### config.mk
export PLATFORM = sky130hd
export DESIGN_NAME = cartridge_bank_controller
export DESIGN_NICKNAME = d
export VERILOG_FILES = /design/src/hdl/cbc_pkg.sv /design/src/hdl/cbc_bank_regs.sv /design/src/hdl/cbc_xlate.sv /design/src/hdl/cartridge_bank_controller.sv
export SDC_FILE = /design/constraint.sdc
export NUM_CORES = 1
export LEC_CHECK = 0
export ABC_CLOCK_PERIOD_IN_PS = 2400
export BUFFER_PORTS_ARGS = -buffer_cell sky130_fd_sc_hd__buf_4
export CORE_ASPECT_RATIO = 0.75
export CORE_MARGIN = 2
export CORE_UTILIZATION = 45
export CTS_CLUSTER_SIZE = 16
export DETAILED_ROUTE_END_ITERATION = 16
export HOLD_SLACK_MARGIN = 0.02
export MAX_ROUTING_LAYER = met4
export PLACE_DENSITY = 0.82
export RECOVER_POWER = 100
export SLEW_MARGIN = 25
export SYNTH_ARGS = -nofsm -noshare
export SYNTH_HDL_FRONTEND = slang
export SYNTH_SLANG_ARGS = --single-unit
export TNS_END_PERCENT = 50
### constraint.sdc
create_clock -name clk -period 2.4 [get_ports clk]
set_clock_uncertainty 0.05 [all_clocks]
set_input_delay 0.48 -clock clk [delete_from_list [all_inputs] [get_ports clk]]
set_output_delay 0.48 -clock clk [all_outputs]
set_load 0.02 [all_outputs]
### src/hdl/cbc_pkg.sv
package cbc_pkg;

  localparam int ROM_ADDR_BITS_DEF = 21;
  localparam int RAM_ADDR_BITS_DEF = 15;
  localparam int MAP_W             = 21;

  // Controller type codes; the unused code behaves as no controller.
  typedef enum logic [1:0] {
    CTRL_NONE = 2'd0,
    CTRL_MBC1 = 2'd1,
    CTRL_MBC2 = 2'd2
  } ctrl_type_t;

  typedef enum logic [1:0] {
    REGION_ROM   = 2'd0,
    REGION_RAM   = 2'd1,
    REGION_OTHER = 2'd2,
    REGION_REGW  = 2'd3
  } region_t;

  // Bank register select, taken from address bits 14:13 of a write below 0x8000.
  typedef enum logic [1:0] {
    SEL_RAM_EN   = 2'd0,
    SEL_ROM_BANK = 2'd1,
    SEL_UPPER    = 2'd2,
    SEL_MODE     = 2'd3
  } reg_sel_t;

  typedef struct packed {
    logic        kind;
    logic [15:0] address;
    logic [7:0]  write_data;
  } in_item_t;

  typedef struct packed {
    logic [1:0]       region;
    logic [MAP_W-1:0] mapped_address;
    logic             ram_write_enable;
  } out_item_t;

  typedef struct packed {
    logic [4:0] rom_bank_low;
    logic [1:0] bank_upper_bits;
    logic       banking_mode;
    logic       ram_enabled;
  } bank_state_t;

  typedef struct packed {
    logic       en;
    reg_sel_t   sel;
    logic [7:0] data;
  } reg_wr_t;

endpackage

### src/hdl/cbc_bank_regs.sv
module cbc_bank_regs
  import cbc_pkg::*;
(
  input  logic        clk,
  input  logic        rst_n,
  input  logic [1:0]  ctrl_type,
  input  reg_wr_t     reg_wr,
  output bank_state_t state
);

  bank_state_t state_r;
  bank_state_t state_nxt;
  logic        ram_en_hit;
  logic [4:0]  mbc1_bank;
  logic [4:0]  mbc2_bank;

  assign ram_en_hit = (reg_wr.data[3:0] == 4'hA);
  // A zero written to the low bank register selects bank one instead.
  assign mbc1_bank  = (reg_wr.data[4:0] == 5'd0) ? 5'd1 : reg_wr.data[4:0];
  assign mbc2_bank  = (reg_wr.data[3:0] == 4'd0) ? 5'd1 : {1'b0, reg_wr.data[3:0]};

  always_comb begin
    state_nxt = state_r;
    if (reg_wr.en) begin
      case (ctrl_type)
        CTRL_MBC1: begin
          unique case (reg_wr.sel)
            SEL_RAM_EN:   state_nxt.ram_enabled     = ram_en_hit;
            SEL_ROM_BANK: state_nxt.rom_bank_low    = mbc1_bank;
            SEL_UPPER:    state_nxt.bank_upper_bits = reg_wr.data[1:0];
            SEL_MODE:     state_nxt.banking_mode    = reg_wr.data[0];
            default:      state_nxt = state_r;
          endcase
        end
        CTRL_MBC2: begin
          unique case (reg_wr.sel)
            SEL_RAM_EN: begin
              // MBC2 ignores enable writes that carry data bit 4.
              if (!reg_wr.data[4]) begin
                state_nxt.ram_enabled = ram_en_hit;
              end
            end
            SEL_ROM_BANK:        state_nxt.rom_bank_low = mbc2_bank;
            SEL_UPPER, SEL_MODE: state_nxt = state_r;
            default:             state_nxt = state_r;
          endcase
        end
        default: state_nxt = state_r;
      endcase
    end
  end

  always_ff @(posedge clk) begin
    if (!rst_n) begin
      state_r <= '{rom_bank_low: 5'd1, bank_upper_bits: 2'd0,
                   banking_mode: 1'b0, ram_enabled: 1'b0};
    end else begin
      state_r <= state_nxt;
    end
  end

  assign state = state_r;

  a_bank_nonzero: assert property (@(posedge clk) disable iff (!rst_n)
    state_r.rom_bank_low != 5'd0)
    else $error("low ROM bank register holds zero");

  a_none_no_update: assert property (@(posedge clk) disable iff (!rst_n)
    (reg_wr.en && ctrl_type != CTRL_MBC1 && ctrl_type != CTRL_MBC2) |=> $stable(state_r))
    else $error("bank registers changed without a controller");

  a_mbc2_upper_hold: assert property (@(posedge clk) disable iff (!rst_n)
    (ctrl_type == CTRL_MBC2) |=> $stable(state_r.bank_upper_bits)
                                 && $stable(state_r.banking_mode))
    else $error("MBC2 changed upper bits or banking mode");

endmodule

### src/hdl/cbc_xlate.sv
module cbc_xlate
  import cbc_pkg::*;
#(
  parameter int ROM_ADDR_BITS = ROM_ADDR_BITS_DEF,
  parameter int RAM_ADDR_BITS = RAM_ADDR_BITS_DEF
)
(
  input  in_item_t    item,
  input  logic [1:0]  ctrl_type,
  input  bank_state_t state,
  output out_item_t   result,
  output reg_wr_t     reg_wr
);

  localparam int              ROM_KEEP = (ROM_ADDR_BITS < MAP_W) ? ROM_ADDR_BITS : MAP_W;
  localparam int              RAM_KEEP = (RAM_ADDR_BITS < MAP_W) ? RAM_ADDR_BITS : MAP_W;
  localparam logic [MAP_W-1:0] ONES     = '1;
  localparam logic [MAP_W-1:0] ROM_MASK = ~(ONES << ROM_KEEP);
  localparam logic [MAP_W-1:0] RAM_MASK = ~(ONES << RAM_KEEP);

  logic             is_cart;
  logic             is_ram;
  logic             upper_half;
  logic [6:0]       rom_bank;
  logic [1:0]       ram_bank;
  logic [MAP_W-1:0] rom_addr;
  logic [MAP_W-1:0] ram_addr;
  logic [MAP_W-1:0] bus_addr;

  assign is_cart    = ~item.address[15];
  assign is_ram     = (item.address[15:13] == 3'b101);
  assign upper_half = item.address[14];
  assign bus_addr   = {{(MAP_W-16){1'b0}}, item.address};

  always_comb begin
    case (ctrl_type)
      CTRL_MBC1: begin
        if (upper_half) begin
          rom_bank = {state.bank_upper_bits, state.rom_bank_low};
        end else if (state.banking_mode) begin
          rom_bank = {state.bank_upper_bits, 5'd0};
        end else begin
          rom_bank = 7'd0;
        end
      end
      CTRL_MBC2: rom_bank = upper_half ? {2'b00, state.rom_bank_low} : 7'd0;
      default:   rom_bank = upper_half ? 7'd1 : 7'd0;
    endcase
  end

  assign ram_bank = (ctrl_type == CTRL_MBC1 && state.banking_mode) ?
                    state.bank_upper_bits : 2'd0;
  assign rom_addr = {rom_bank, item.address[13:0]} & ROM_MASK;
  assign ram_addr = {6'd0, ram_bank, item.address[12:0]} & RAM_MASK;

  always_comb begin
    result.ram_write_enable = 1'b0;
    if (is_cart && item.kind) begin
      result.region         = REGION_REGW;
      result.mapped_address = bus_addr;
    end else if (is_cart) begin
      result.region         = REGION_ROM;
      result.mapped_address = rom_addr;
    end else if (is_ram) begin
      result.region           = REGION_RAM;
      result.mapped_address   = ram_addr;
      result.ram_write_enable = item.kind & state.ram_enabled;
    end else begin
      result.region         = REGION_OTHER;
      result.mapped_address = bus_addr;
    end
  end

  assign reg_wr.en   = is_cart & item.kind;
  assign reg_wr.sel  = reg_sel_t'(item.address[14:13]);
  assign reg_wr.data = item.write_data;

endmodule

### src/hdl/cartridge_bank_controller.sv
// Channel   Direction  Handshake          Payload
// in_       input      in_valid/in_stall  in_item: kind, address, write_data
// out_      output     out_valid/out_stall out_item: region, mapped_address,
//                                          ram_write_enable
// cfg_      input      cfg_we             cfg_wdata: controller_type
//
// One item per cycle while the result register is not stalled; an accepted item
// goes into the input register, then into the result register, and leaves from it.
// The bank registers update as an item leaves the input register, so the next
// item already sees them.
// Synchronous active-low reset empties both stages and restores the bank registers.
// A stalled result register holds the item in the input register and raises in_stall.
module cartridge_bank_controller
  import cbc_pkg::*;
#(
  parameter int ROM_ADDR_BITS = ROM_ADDR_BITS_DEF,
  parameter int RAM_ADDR_BITS = RAM_ADDR_BITS_DEF
)
(
  input  logic       clk,
  input  logic       rst_n,
  input  logic       in_valid,
  output logic       in_stall,
  input  in_item_t   in_item,
  output logic       out_valid,
  input  logic       out_stall,
  output out_item_t  out_item,
  input  logic       cfg_we,
  input  logic [1:0] cfg_wdata
);

  logic [1:0]  ctrl_r;
  logic [1:0]  ctrl_nxt;
  logic        s1_valid_r;
  logic        s1_valid_nxt;
  in_item_t    s1_item_r;
  logic        out_valid_r;
  logic        out_valid_nxt;
  out_item_t   out_item_r;
  logic        out_ready;
  logic        s1_move;
  logic        in_take;
  out_item_t   result;
  reg_wr_t     reg_wr_raw;
  reg_wr_t     reg_wr;
  bank_state_t state;

  assign out_ready = ~out_valid_r | ~out_stall;
  assign s1_move   = s1_valid_r & out_ready;
  assign in_stall  = s1_valid_r & ~out_ready;
  assign in_take   = in_valid & ~in_stall;

  assign s1_valid_nxt  = in_take | (s1_valid_r & ~s1_move);
  assign out_valid_nxt = s1_move | (out_valid_r & out_stall);
  assign ctrl_nxt      = cfg_we ? cfg_wdata : ctrl_r;

  always_ff @(posedge clk) begin
    if (!rst_n) begin
      s1_valid_r  <= 1'b0;
      out_valid_r <= 1'b0;
      ctrl_r      <= CTRL_NONE;
    end else begin
      s1_valid_r  <= s1_valid_nxt;
      out_valid_r <= out_valid_nxt;
      ctrl_r      <= ctrl_nxt;
    end
  end

  always_ff @(posedge clk) begin
    if (in_take) begin
      s1_item_r <= in_item;
    end
    if (s1_move) begin
      out_item_r <= result;
    end
  end

  cbc_xlate #(
    .ROM_ADDR_BITS(ROM_ADDR_BITS),
    .RAM_ADDR_BITS(RAM_ADDR_BITS)
  ) u_xlate (
    .item      (s1_item_r),
    .ctrl_type (ctrl_r),
    .state     (state),
    .result    (result),
    .reg_wr    (reg_wr_raw)
  );

  // Bank registers change only when the write item actually moves on.
  always_comb begin
    reg_wr    = reg_wr_raw;
    reg_wr.en = reg_wr_raw.en & s1_move;
  end

  cbc_bank_regs u_bank_regs (
    .clk       (clk),
    .rst_n     (rst_n),
    .ctrl_type (ctrl_r),
    .reg_wr    (reg_wr),
    .state     (state)
  );

  assign out_valid = out_valid_r;
  assign out_item  = out_item_r;

  a_wen_only_ram: assert property (@(posedge clk) disable iff (!rst_n)
    (out_valid_r && out_item_r.ram_write_enable) |-> out_item_r.region == REGION_RAM)
    else $error("RAM write enable outside external RAM");

  a_s1_kept: assert property (@(posedge clk) disable iff (!rst_n)
    (s1_valid_r && !s1_move) |=> s1_valid_r && $stable(s1_item_r))
    else $error("stalled item left the input register");

  a_out_kept: assert property (@(posedge clk) disable iff (!rst_n)
    (out_valid_r && out_stall) |=> out_valid_r && $stable(out_item_r))
    else $error("stalled result changed or was dropped");

endmodule
Yosys cells after proc, flatten, opt, wreduce, memory -nomap -nowiden
Cells that the tools add are included.
{"block": "word_totals", "ff_bits": 59, "input_bits": 32, "out_inout_bits": 26, "elab_cells": 75}
{"block": "op_classes", "n_eq_ne": 12, "n_mux": 19, "n_bitwise": 19, "reduce_logical": 11}
{"op": "$mux 23", "n": 2}
{"op": "$mux 5", "n": 4}
{"op": "$pmux 9 s2", "n": 1}
{"op": "$mux 16", "n": 1}
{"op": "$mux 7", "n": 2}
{"op": "$pmux 7 s2", "n": 1}
{"op": "$reduce_and 4->1", "n": 3}
{"op": "$and 1x1->1", "n": 8}
{"op": "$not 1->1", "n": 8}
{"op": "$eq 2x2->1 const B", "n": 3}
{"op": "$ne 2x1->1 const B", "n": 3}
{"op": "$logic_not 5->1", "n": 1}
{"op": "$mux 1", "n": 5}
{"op": "$reduce_and 5->1", "n": 1}
{"op": "$eq 2x1->1 const B", "n": 2}
{"op": "$eq 4x4->1 const B", "n": 1}
{"op": "$logic_not 4->1", "n": 1}
{"op": "$mux 2", "n": 2}
{"op": "$mux 4", "n": 1}
{"op": "$ne 2x2->1 const B", "n": 2}
{"op": "$eq 3x3->1 const B", "n": 1}
{"op": "$or 1x1->1", "n": 3}
{"op": "$reduce_or 3->1", "n": 1}
{"op": "$logic_and 1x1->1", "n": 2}
{"op": "2 further kinds", "n": 2}

Logic depth before layout (Yosys ltp)
Gate-level depths: netlist of run 1.
{"block": "depth", "depth_word": 7, "ltp_mapped": 7, "depth_no_buf": 6}

Cells and area by module
A second synthesis of run 1 with hierarchy kept.
{"block": "hier_totals", "cells_unflattened": 169, "hier_area_um2": 2463.6}
{"mod": "cartridge_bank_controller", "n_inst": 1, "cells_each": 64, "area_each_um2": 1637.8, "seq_area_each_um2": 1551.5}
{"mod": "cbc_bank_regs", "n_inst": 1, "cells_each": 53, "area_each_um2": 451.7, "seq_area_each_um2": 180.2}
{"mod": "cbc_xlate", "n_inst": 1, "cells_each": 52, "area_each_um2": 374.1, "seq_area_each_um2": 0.0}

Least setup slack after synthesis of run 1
Ideal clock, no wire load.
{"block": "synth_timing", "path_kind": "input to register", "from": "input out_stall", "to": "register s1_item_r[0] (netlist bit) (enable)", "setup_ns": 0.403, "t_arrival_ns": 1.746, "t_required_ns": 1.947, "path_slack_ns": 0.201, "stages": 2, "path_buffers": 0, "cell_sequence": "and3_1 -> nor2b_1"}
{"block": "synth_via", "elab_chain_len": 6}
{"item": "start, declared", "line": "cartridge_bank_controller.sv:26", "rtl": "input logic out_stall,"}
{"item": "$not 1->1", "line": "cartridge_bank_controller.sv:48", "rtl": "assign out_ready = ~out_valid_r | ~out_stall;"}
{"item": "$or 1x1->1", "line": "cartridge_bank_controller.sv:48"}
{"item": "$not 1->1", "line": "cartridge_bank_controller.sv:50", "rtl": "assign in_stall = s1_valid_r & ~out_ready;"}
{"item": "$and 1x1->1", "line": "cartridge_bank_controller.sv:50"}
{"item": "$not 1->1", "line": "cartridge_bank_controller.sv:51", "rtl": "assign in_take = in_valid & ~in_stall;"}
{"item": "$and 1x1->1", "line": "cartridge_bank_controller.sv:51"}
{"item": "named net in_take", "line": "cartridge_bank_controller.sv:42", "rtl": "logic in_take;"}
{"item": "end signal, assigned", "line": "cartridge_bank_controller.sv:71", "rtl": "s1_item_r <= in_item;"}
{"item": "end, declared", "line": "cartridge_bank_controller.sv:36", "rtl": "in_item_t s1_item_r;"}
The timed path passes the listed nets, and every way through them passes these cells.
A chain may end at the register's enable or synchronous reset.

Worst setup path after layout of run 1
{"block": "layout_timing", "from": "register out_valid_r, in the netlist out_valid", "to": "register out_item_r, in the netlist out_item[1] (enable)"}
{"block": "layout_via", "elab_chain_len": 3}
{"item": "start, declared", "line": "cartridge_bank_controller.sv:37", "rtl": "logic out_valid_r;"}
{"item": "start signal, assigned", "line": "cartridge_bank_controller.sv:64", "rtl": "out_valid_r <= out_valid_nxt;"}
{"item": "$not 1->1", "line": "cartridge_bank_controller.sv:48"}
{"item": "$or 1x1->1", "line": "cartridge_bank_controller.sv:48"}
{"item": "$and 1x1->1", "line": "cartridge_bank_controller.sv:49", "rtl": "assign s1_move = s1_valid_r & out_ready;"}
{"item": "named net s1_move", "line": "cartridge_bank_controller.sv:41", "rtl": "logic s1_move;"}
{"item": "end signal, assigned", "line": "cartridge_bank_controller.sv:74", "rtl": "out_item_r <= result;"}
{"item": "end, declared", "line": "cartridge_bank_controller.sv:39", "rtl": "out_item_t out_item_r;"}
The timed path passes the listed nets, and every way through them passes these cells.

==> flow_summary.ini, run 1 <==
[timing]
final-max-slew-violation-count = 0
slew_headroom = 0.240
whs_ns = 0.295
tns_ns = 0
worst_slack_ns = 0.428
fin_crit_sh = 0.821
rsz0062_at_grt = no
hold_viol = 0
period_needed_ns = 1.97
fmax_mhz = 507
setup_violations = 0
worst_pin_slew_ns = 1.14

[finish]
final_cells = 266
num-nets-final = 239
areaGrowthSynthToFinish_pct = 26.2
antenna_cells = 0
stdcell_area_um2 = 2780
utilization = 0.607
drive_gt1_frac = 0.234

[critical_path]
path_class = reg -> reg
r2r_start = out_valid
cp-start-kind = register
critPathMaxFanout = 21
worstPathRequired_ns = 2.30
endpoint_kind = register
reg2reg_slack_ns = 0.43
critical_path_arrival_ns = 1.87
r2r-end = out_item[1]
worstRegToRegCells = 2

[place]
place_area_um2 = 2680
dp.cells = 250
pre_cts_ws_ns = 0.664
dp_hpwl_mm = 2.74
gp_congestion = 0.876
portBuffers = 54

[floorplanning]
io_pins = 58
num_rows = 21
fp.dieW_um = 84.7
die_h_um = 64.6
coreArea_um2 = 4570
start_util = 0.481
dieArea_um2 = 5470

[min_path]
hold_depth = 1
hold-path-endpoint = s1_item_r[2]
hold_start = in_item[2]
hp-class = in -> reg

[power]
irDropWorstVdd_mv = 0.649
leakage_nw = 1.03
fin_total_pwr_mw = 2.26
p_per_area_nw_per_um2 = 816

[global_routing]
grt_overflow_total = 0
first_global_vias = 1335
antenna_found_initial = 0
track_usage = 0.163
grt_first_pass_wirelength_mm = 6.24
grt_max_degree = 22

[clock_tree]
htree_num_levels = 3
cts_hold_buf = 0
clk_latency_ns = 0.33
cts_setup_buffers = 0
cts_buffer_depth = 2
cts_buffers = 9
cts_tree = yes
clockRootBuffer = clkbuf_8
cts_resized = 0
clock-sinks = 59
clk_pin_slew_ns = 0.06

[logic_synthesis]
synth_most_common_cell = edfxtp_1
yosys-top-cells-count = edfxtp_1 (46), dfxtp_1 (13), mux2i_1 (8), nor2b_1 (8)
synthArstFlopShare = 0
syn_inst = 139
synth.top_cell.area_share = 0.628
yosys.area.top_type = edfxtp_1
synth_edf_count = 46
synthTopCellsByArea = edfxtp_1 (63%), dfxtp_1 (12%), mux2i_1 (3.6%)
ys_types = 38
syn_area_um2 = 2200
yosysWarnings = 0
syn_avg_cell_area_um2 = 15.8
synth_flop_cell = edfxtp_1
synthesis.nets = 174
yosys_register_bits = 59
ys_seq_area_frac = 0.746

[route]
wl_mm = 3.78
vias = 1339
drt-initial-drc-count = 87
via_per_inst = 5.03
drt_pass1_iterations = 4
antenna_left = 0
drc = 0
wl_per_cell_um = 14.2

[job]
maxCapViolations = 0

[run_status]
status = completed
layer usage:
layer / GRT usage / part of all wire / vias to the layer above / wire (µm)
li1: - / - / 654 / -
met2: 0.238 / 0.46 / 51 / 1750
met1: 0.178 / 0.43 / 627 / 1640
met3: 0.0879 / 0.079 / 7 / 299
met5: - / 0 / - / 0
met4: 0.0933 / 0.021 / 0 / 81
placed cells by master, fill, tap and decap left out, types with 2 or more instances in the layout:
master,n
clkbuf_4,21
ha_1,3
bufinv_16,2
nand2_1,6
dfxtp_1,13
and2_0,4
and2_1,2
nand3_1,3
o21ai_0,3
a21boi_0,2
a21oi_1,3
clkbuf_8,9
nor2b_2,2
a31oi_1,2
mux2i_1,8
clkbuf_1,30
edfxtp_1,46
buf_4,6
nand2b_1,2
nand4_1,2
nor2_1,5
clkinv_2,2
inv_1,6
clkinvlp_4,3
nor2b_1,8
registers in the layout, summed over array words and instances (netlist names):
register and count:
s1_item_r 22, ctrl_r 2, out_valid 1, out_item 24, s1_valid_r 1, u_bank_regs.state 9
layout make-up:
class                   instances  area (µm²)
fillers                       394        1800
flip-flops and latches         59        1640
multi-input cells              71         508
repair buffers                 57         315
clock buffers                   9         124
clock inverters                 7        92.6
well taps                      57        71.3
inverters                       6        22.5
how the worst max path moves through the flow:
stage          startpoint              endpoint  slack, ns  cells after the start
6_report        out_valid           out_item[1]       0.43                      2
5_1_grt        s1_valid_r          out_item[22]       0.26                      2
4_1_cts         ctrl_r[0]          out_item[16]       0.64                      6
3_5_place_dp    ctrl_r[0]          out_item[16]       0.66                      6
3_3_place_gp    out_stall  u_bank_regs.state[7]       0.70                      5
2_1_floorplan   out_stall          s1_item_r[0]       0.20                      2
where the power goes:
group	switching, mW	internal (mW)	total, mW
clock network	0.373	0.579	0.952
registers	0.0224	1.15	1.18
logic	0.0800	0.0560	0.136
total	0.476	1.79	2.26
worst max-delay path, cell delays in order (launching register included):
cell	delay [ns]
dfxtp_1	0.36
a21boi_4	0.29
clkbuf_1	0.87
cells by family after synthesis:
kind of cell,count (synthesis),share of synthesized area
mux,8,0.0364
flops,59,0.746
buf+inv,9,0.0205
fa+ha+maj,3,0.0171
simple gates,41,0.112
compound gates,19,0.0677
No activity file was read; power rests on OpenSTA's default activity.
==> run 2: changes to the inputs <==
--- a/config.mk
+++ b/config.mk
@@ -5,7 +5,8 @@
 export SDC_FILE = /design/constraint.sdc
 export NUM_CORES = 1
 export LEC_CHECK = 0
-export ABC_CLOCK_PERIOD_IN_PS = 2400
+export ABC_AREA = 1
+export ABC_CLOCK_PERIOD_IN_PS = 1900
 export BUFFER_PORTS_ARGS = -buffer_cell sky130_fd_sc_hd__buf_4
 export CORE_ASPECT_RATIO = 0.75
 export CORE_MARGIN = 2
==> constraint.sdc (replaced) <==
create_clock -name clk -period 1.9 [get_ports clk]
set_clock_uncertainty 0.05 [all_clocks]
set_input_delay 0.38 -clock clk [delete_from_list [all_inputs] [get_ports clk]]
set_output_delay 0.38 -clock clk [all_outputs]
set_load 0.02 [all_outputs]
==> run 2 against run 1 <==
Against the previous run:
- cell count is 19% higher
- the run now ends with DRC left
- highest routed layer unchanged
- fmax is 20% higher
- clock power increased by 42%
- via count increased by 12%
- wire length shrank 0.98%
- synthesized area up 2.7%
- critical path depth is 7 higher
- first-iteration DRC count rose by 33%
- count of clock-buffer cells in the layout up 1
- cell area rose by 3.0%
- sequential power is 25% higher
- worst setup slack worse by 0.18 ns
==> flow_summary.ini, run 2 <==
[logic_synthesis]
yosys_register_bits = 59
ys_types = 22
syn_area_um2 = 2260
yosys.area.top_type = edfxtp_1
synth_edf_count = 46
synthArstFlopShare = 0
synth.top_cell.area_share = 0.611
ys_seq_area_frac = 0.726
yosys-top-cells-count = edfxtp_1 (46), inv_1 (28), nor2_1 (27)
synth_flop_cell = edfxtp_1
synthesis.nets = 222
syn_avg_cell_area_um2 = 12.1
synthTopCellsByArea = edfxtp_1 (61%), dfxtp_1 (12%), inv_1 (4.7%)
syn_inst = 187
yosysWarnings = 0
synth_most_common_cell = edfxtp_1

[power]
clkPwrFrac = 0.445
p_sw_mw = 0.638
leakage_nw = 1.11
fin_total_pwr_mw = 3.04
p_seq_frac = 0.487
swShare = 0.210
comb_power_share = 0.068
intPower_mw = 2.40
irDropWorstVdd_mv = 0.661
p_per_area_nw_per_um2 = 1060

[critical_path]
crit_path_frequent_cell = nand2_1
critical_path_arrival_ns = 1.82
path_class = reg -> reg
worstPathRequired_ns = 2.07
reg2reg_slack_ns = 0.25
cp-start-kind = register
crit_slowest_cell = ha_1
endpoint_kind = register
critical_path.max_stage_delay_ns = 0.43
critPathMaxFanout = 12
crit_family = simple AND/OR/NAND/NOR gates
path_cells = inv_1 -> ha_1 -> inv_1 -> nand2_1 -> nand2_4 -> nand2_1 -> nor2_4 -> nand2_1 -> nand3_1
path_buf_inv = 2

[job]
maxCapViolations = 0

[floorplanning]
num_rows = 22
dieArea_um2 = 5610
coreArea_um2 = 4870
io_pins = 58
start_util = 0.464
die_h_um = 65.4
fp.dieW_um = 85.8

[finish]
multi_input_area_um2 = 470
layout_commonest_cell = edfxtp_1
antenna_cells = 0
areaGrowthSynthToFinish_pct = 26.5
drive_gt1_frac = 0.195
fillers = 420
final_cell_mix = edfxtp_1 (46), nand2_1 (29), clkbuf_1 (29), inv_1 (28), nor2_1 (28)
seqCellArea_um2 = 1640
stdcell_area_um2 = 2860
num-nets-final = 287
largest_register_ffs = 24
final_cells = 317

[global_routing]
grt_overflow_total = 0
antenna_found_initial = 0
grt_first_pass_wirelength_mm = 6.24
top_usage_layer = met2
grtUsageMet3 = 0.0741
grtUsageMet2 = 0.215
grt_util_met1 = 0.190
first_global_vias = 1378
grt_max_degree = 21
track_usage = 0.157

[clock_tree]
cts_hold_buf = 0
clk_pin_slew_ns = 0.07
clock-sinks = 59
htree_num_levels = 3
clockRootBuffer = clkbuf_8
cts_buffers = 9
clk_latency_ns = 0.34
cts_tree = yes
cts_buffer_depth = 2
cts_setup_buffers = 0
cts_resized = 0

[timing]
worst_pin_slew_ns = 0.524
setup_violations = 0
final-max-slew-violation-count = 0
fin_crit_sh = 0.867
fmax_mhz = 607
tns_ns = 0
slew_headroom = 0.651
hold_viol = 0
rsz0062_at_grt = no
worst_slack_ns = 0.252
period_needed_ns = 1.65

[route]
antenna_left = 0
drc = 5
wl_mm = 3.74
wl_per_cell_um = 11.8
vias = 1497
via_per_inst = 4.72
drt-initial-drc-count = 116
drt_pass1_iterations = 11

[place]
gp_congestion = 0.875
portBuffers = 54
place_area_um2 = 2750
pre_cts_ws_ns = 0.316
dp_hpwl_mm = 2.70
dp.cells = 301

[min_path]
hp-class = in -> reg

[run_status]
status = finished, violations left
failed_checks = DRC
## run 2: cell count changes after synthesis, moves of 3 or more
| cell | change |
|---|---|
| nand2_1 | +20 |
| mux2i_1 | -8 |
| nor2b_1 | -8 |
| nor2_1 | +22 |
| and2_1 | -6 |
| nand4_1 | +9 |
| nand2_2 | +4 |
| inv_1 | +22 |
| nand3_1 | +3 |
## run 2: final cells by class
| type | count | area share |
|---|---|---|
| tap | 60 | 0.0263 |
| clock buffer | 10 | 0.0447 |
| sequential | 59 | 0.574 |
| clock inverter | 6 | 0.0398 |
| multi-input combinational | 96 | 0.165 |
| inverter | 29 | 0.0381 |
| timing repair buffer | 57 | 0.112 |
## run 2: worst paths after layout
| check | start | end | cells after the start |
|---|---|---|---|
| setup / recovery | ctrl_r[1] | u_bank_regs.state[4] | 9 |
| hold / removal | in_item[18] | s1_item_r[18] | 1 |
| hold reg to reg | s1_item_r[17] | out_item[10] | 0 |
| setup reg to reg | ctrl_r[1] | u_bank_regs.state[4] | 9 |
## run 2: logic make-up (layout without fill, tap and decap cells)
logic type	after synthesis	count (layout)	share of synthesized area
AOI/OAI and AO/OA	14	14	0.0332
DFF	59	59	0.726
adders and majority gates	3	3	0.0166
buffers and inverters	32	102	0.0609
and+or+nand+nor	79	79	0.163
## run 2: power by group through the flow
stage / Sequential (mW) / Combinational (mW) / Clock (mW)
2_1_floorplan: 1.54 / 0.101 / 0
3_3_place_gp: 1.51 / 0.233 / 0
3_5_place_dp: 1.51 / 0.238 / 0
4_1_cts: 1.48 / 0.238 / 1.39
5_1_grt: 1.49 / 0.232 / 1.45
6_report: 1.48 / 0.207 / 1.35
## run 2: per-layer routing
metal	part of all wire	up-vias
li1	-	765
met3	0.098	11
met5	0	-
met1	0.45	653
met2	0.43	68
met4	0.024	0
## run 2: per-stage QoR
step | hold WS (ns) | utilization
floorplan | 0.350 | -
global placement | 0.350 | 0.564
detailed placement | 0.355 | 0.564
CTS | 0.140 | 0.613
global route | 0.161 | 0.587
finish | 0.188 | 0.587
==> run 3: changes to the inputs <==
--- a/config.mk
+++ b/config.mk
@@ -17,6 +17,7 @@
 export MAX_ROUTING_LAYER = met4
 export PLACE_DENSITY = 0.82
 export RECOVER_POWER = 100
+export SETUP_SLACK_MARGIN = 0.3
 export SLEW_MARGIN = 25
 export SYNTH_ARGS = -nofsm -noshare
 export SYNTH_HDL_FRONTEND = slang
==> run 3 against run 2 <==
Against the previous run:
- fmax up 0.93%
- via count increased by 0.94%
- flip-flop and latch count stayed put
- register-to-register slack better by 0.06 ns
- largest power group unchanged
- critical path depth shrank 6
- hold slack worse by 0.0016 ns
- the run still ends with DRC left
- first-iteration DRC count is 52% lower
- die area unchanged
==> flow_summary.ini, run 3 (synthesized netlist as in run 2, its figures left out) <==
[finish]
areaGrowthSynthToFinish_pct = 24.9
drive_gt1_frac = 0.205
layout_commonest_cell = edfxtp_1
fillers = 428
largest_register_ffs = 24
final_cell_mix = edfxtp_1 (46), nand2_1 (30), nor2_1 (28), clkbuf_1 (28), inv_1 (26)
num-nets-final = 288
antenna_cells = 0

[floorplanning]
io_pins = 58
num_rows = 22
fp.dieW_um = 85.8
die_h_um = 65.4
start_util = 0.464
coreArea_um2 = 4870
dieArea_um2 = 5610

[run_status]
status = finished, violations left
failed_checks = DRC

[critical_path]
crit_slowest_cell = dfxtp_1
worstPathRequired_ns = 1.47
critPathMaxFanout = 4
path_class = reg -> out
critical_path_arrival_ns = 1.20
crit_start = out_valid
path_buf_inv = 1
cp-start-kind = register
r2r_start = ctrl_r[0]
crit_family = flip-flops
endpoint_kind = output pin
path_cells = nand2_1 -> nor2_1 -> clkbuf_1
critical_path.max_stage_delay_ns = 0.33

[power]
leakage_nw = 1.08
intPower_mw = 2.13
swShare = 0.228
p_per_area_nw_per_um2 = 976
comb_power_share = 0.079
clkPwrFrac = 0.384
p_sw_mw = 0.627
p_seq_frac = 0.537
irDropWorstVdd_mv = 0.632

[global_routing]
first_global_vias = 1418
grt_first_pass_wirelength_mm = 6.26
antenna_found_initial = 0
grt_max_degree = 17
track_usage = 0.158
grt_overflow_total = 0

[place]
gp_congestion = 0.890
portBuffers = 54
dp_hpwl_mm = 2.73

[timing]
rsz0062_at_grt = yes
fmax_mhz = 613
setup_violations = 0
worst_pin_slew_ns = 0.447
whs_ns = 0.186
period_needed_ns = 1.63
slew_headroom = 0.702
tns_ns = 0
fin_crit_sh = 0.859
final-max-slew-violation-count = 0
hold_viol = 0

[min_path]
hp-class = in -> reg
hold_start = in_item[19]

[clock_tree]
clock-sinks = 59
cts_setup_buffers = 0
cts_hold_buf = 0
clk_pin_slew_ns = 0.06
htree_num_levels = 3
cts_buffers = 9
clockRootBuffer = clkbuf_8
clk_latency_ns = 0.34
cts_tree = yes
cts_buffer_depth = 2

[route]
antenna_left = 0
wl_per_cell_um = 12.4
via_per_inst = 4.75
vias = 1511
drc = 5
wl_mm = 3.93
drt_pass1_iterations = 10
drt-initial-drc-count = 56

[job]
maxCapViolations = 0
==> run 3: changes by cell type in the layout (fill, tap and decap cells not counted), sizes merged <==
cell and change:
inv -1, clkinv +3, clkbuf -1, clkinvlp +1, buf +1, bufinv -2
==> run 3: worst register-to-register path: stages, from the launching register on <==
cell and delay, ns:
dfxtp_1 0.38, inv_1 0.10, ha_1 0.27, inv_1 0.11, nand2_1 0.05, nor2_1 0.19, nand3_1 0.14, nand2_1 0.09
inv_1 0.04, nor2_1 0.10
==> run 3: metal layers <==
| layer | wire length, µm | track usage | part of all wire |
|---|---|---|---|
| met5 | 0 | - | 0 |
| met4 | 51 | 0.0714 | 0.013 |
| met3 | 344 | 0.0766 | 0.088 |
| met2 | 1810 | 0.240 | 0.46 |
| met1 | 1720 | 0.179 | 0.44 |
==> run 3: what timing repair did <==
action	in CTS	in global routing
setup endpoints to repair	26	12
pin swaps	0	2
resized for setup	1	6
gates cloned	1	0
==> run 3: worst paths after layout <==
kind                           to  depth (start not counted)  slack (ns)
min                 s1_item_r[19]                          1        0.19
max reg2reg  u_bank_regs.state[3]                          9        0.31
max                      in_stall                          3        0.27
min reg2reg          out_item[13]                          0        0.37
==> run 3: through the flow <==
stage | setup slack (ns) | cell area, µm² | power, mW | cells | util
after detailed placement | 0.165 | 2750 | 1.75 | 301 | 0.564
after global placement | 0.267 | 2750 | 1.74 | 301 | 0.564
after floorplan | 0.354 | 2270 | 1.64 | 187 | -
final | 0.267 | 2820 | 2.76 | 318 | 0.579
after global routing | 0.175 | 2820 | 2.87 | 318 | 0.579
after CTS | 0.263 | 2940 | 2.81 | 318 | 0.603
==> run 3: area by class of cell <==
cell class	instances	area, µm²	area share
flip-flops and latches	59	1640	0.582
multi-input cells	96	475	0.168
repair buffers	57	324	0.115
clock buffers	10	128	0.0452
inverters	29	115	0.0408
well taps	60	75.1	0.0266
clock inverters	6	56.3	0.0199
repair inverters	1	7.51	0.00266
==> run 3: power groups by stage <==
stage | clock network, mW | logic (mW) | registers (mW)
6_report | 1.06 | 0.217 | 1.48
2_1_floorplan | 0 | 0.103 | 1.54
4_1_cts | 1.09 | 0.242 | 1.48
3_3_place_gp | 0 | 0.233 | 1.51
3_5_place_dp | 0 | 0.239 | 1.51
5_1_grt | 1.14 | 0.241 | 1.48
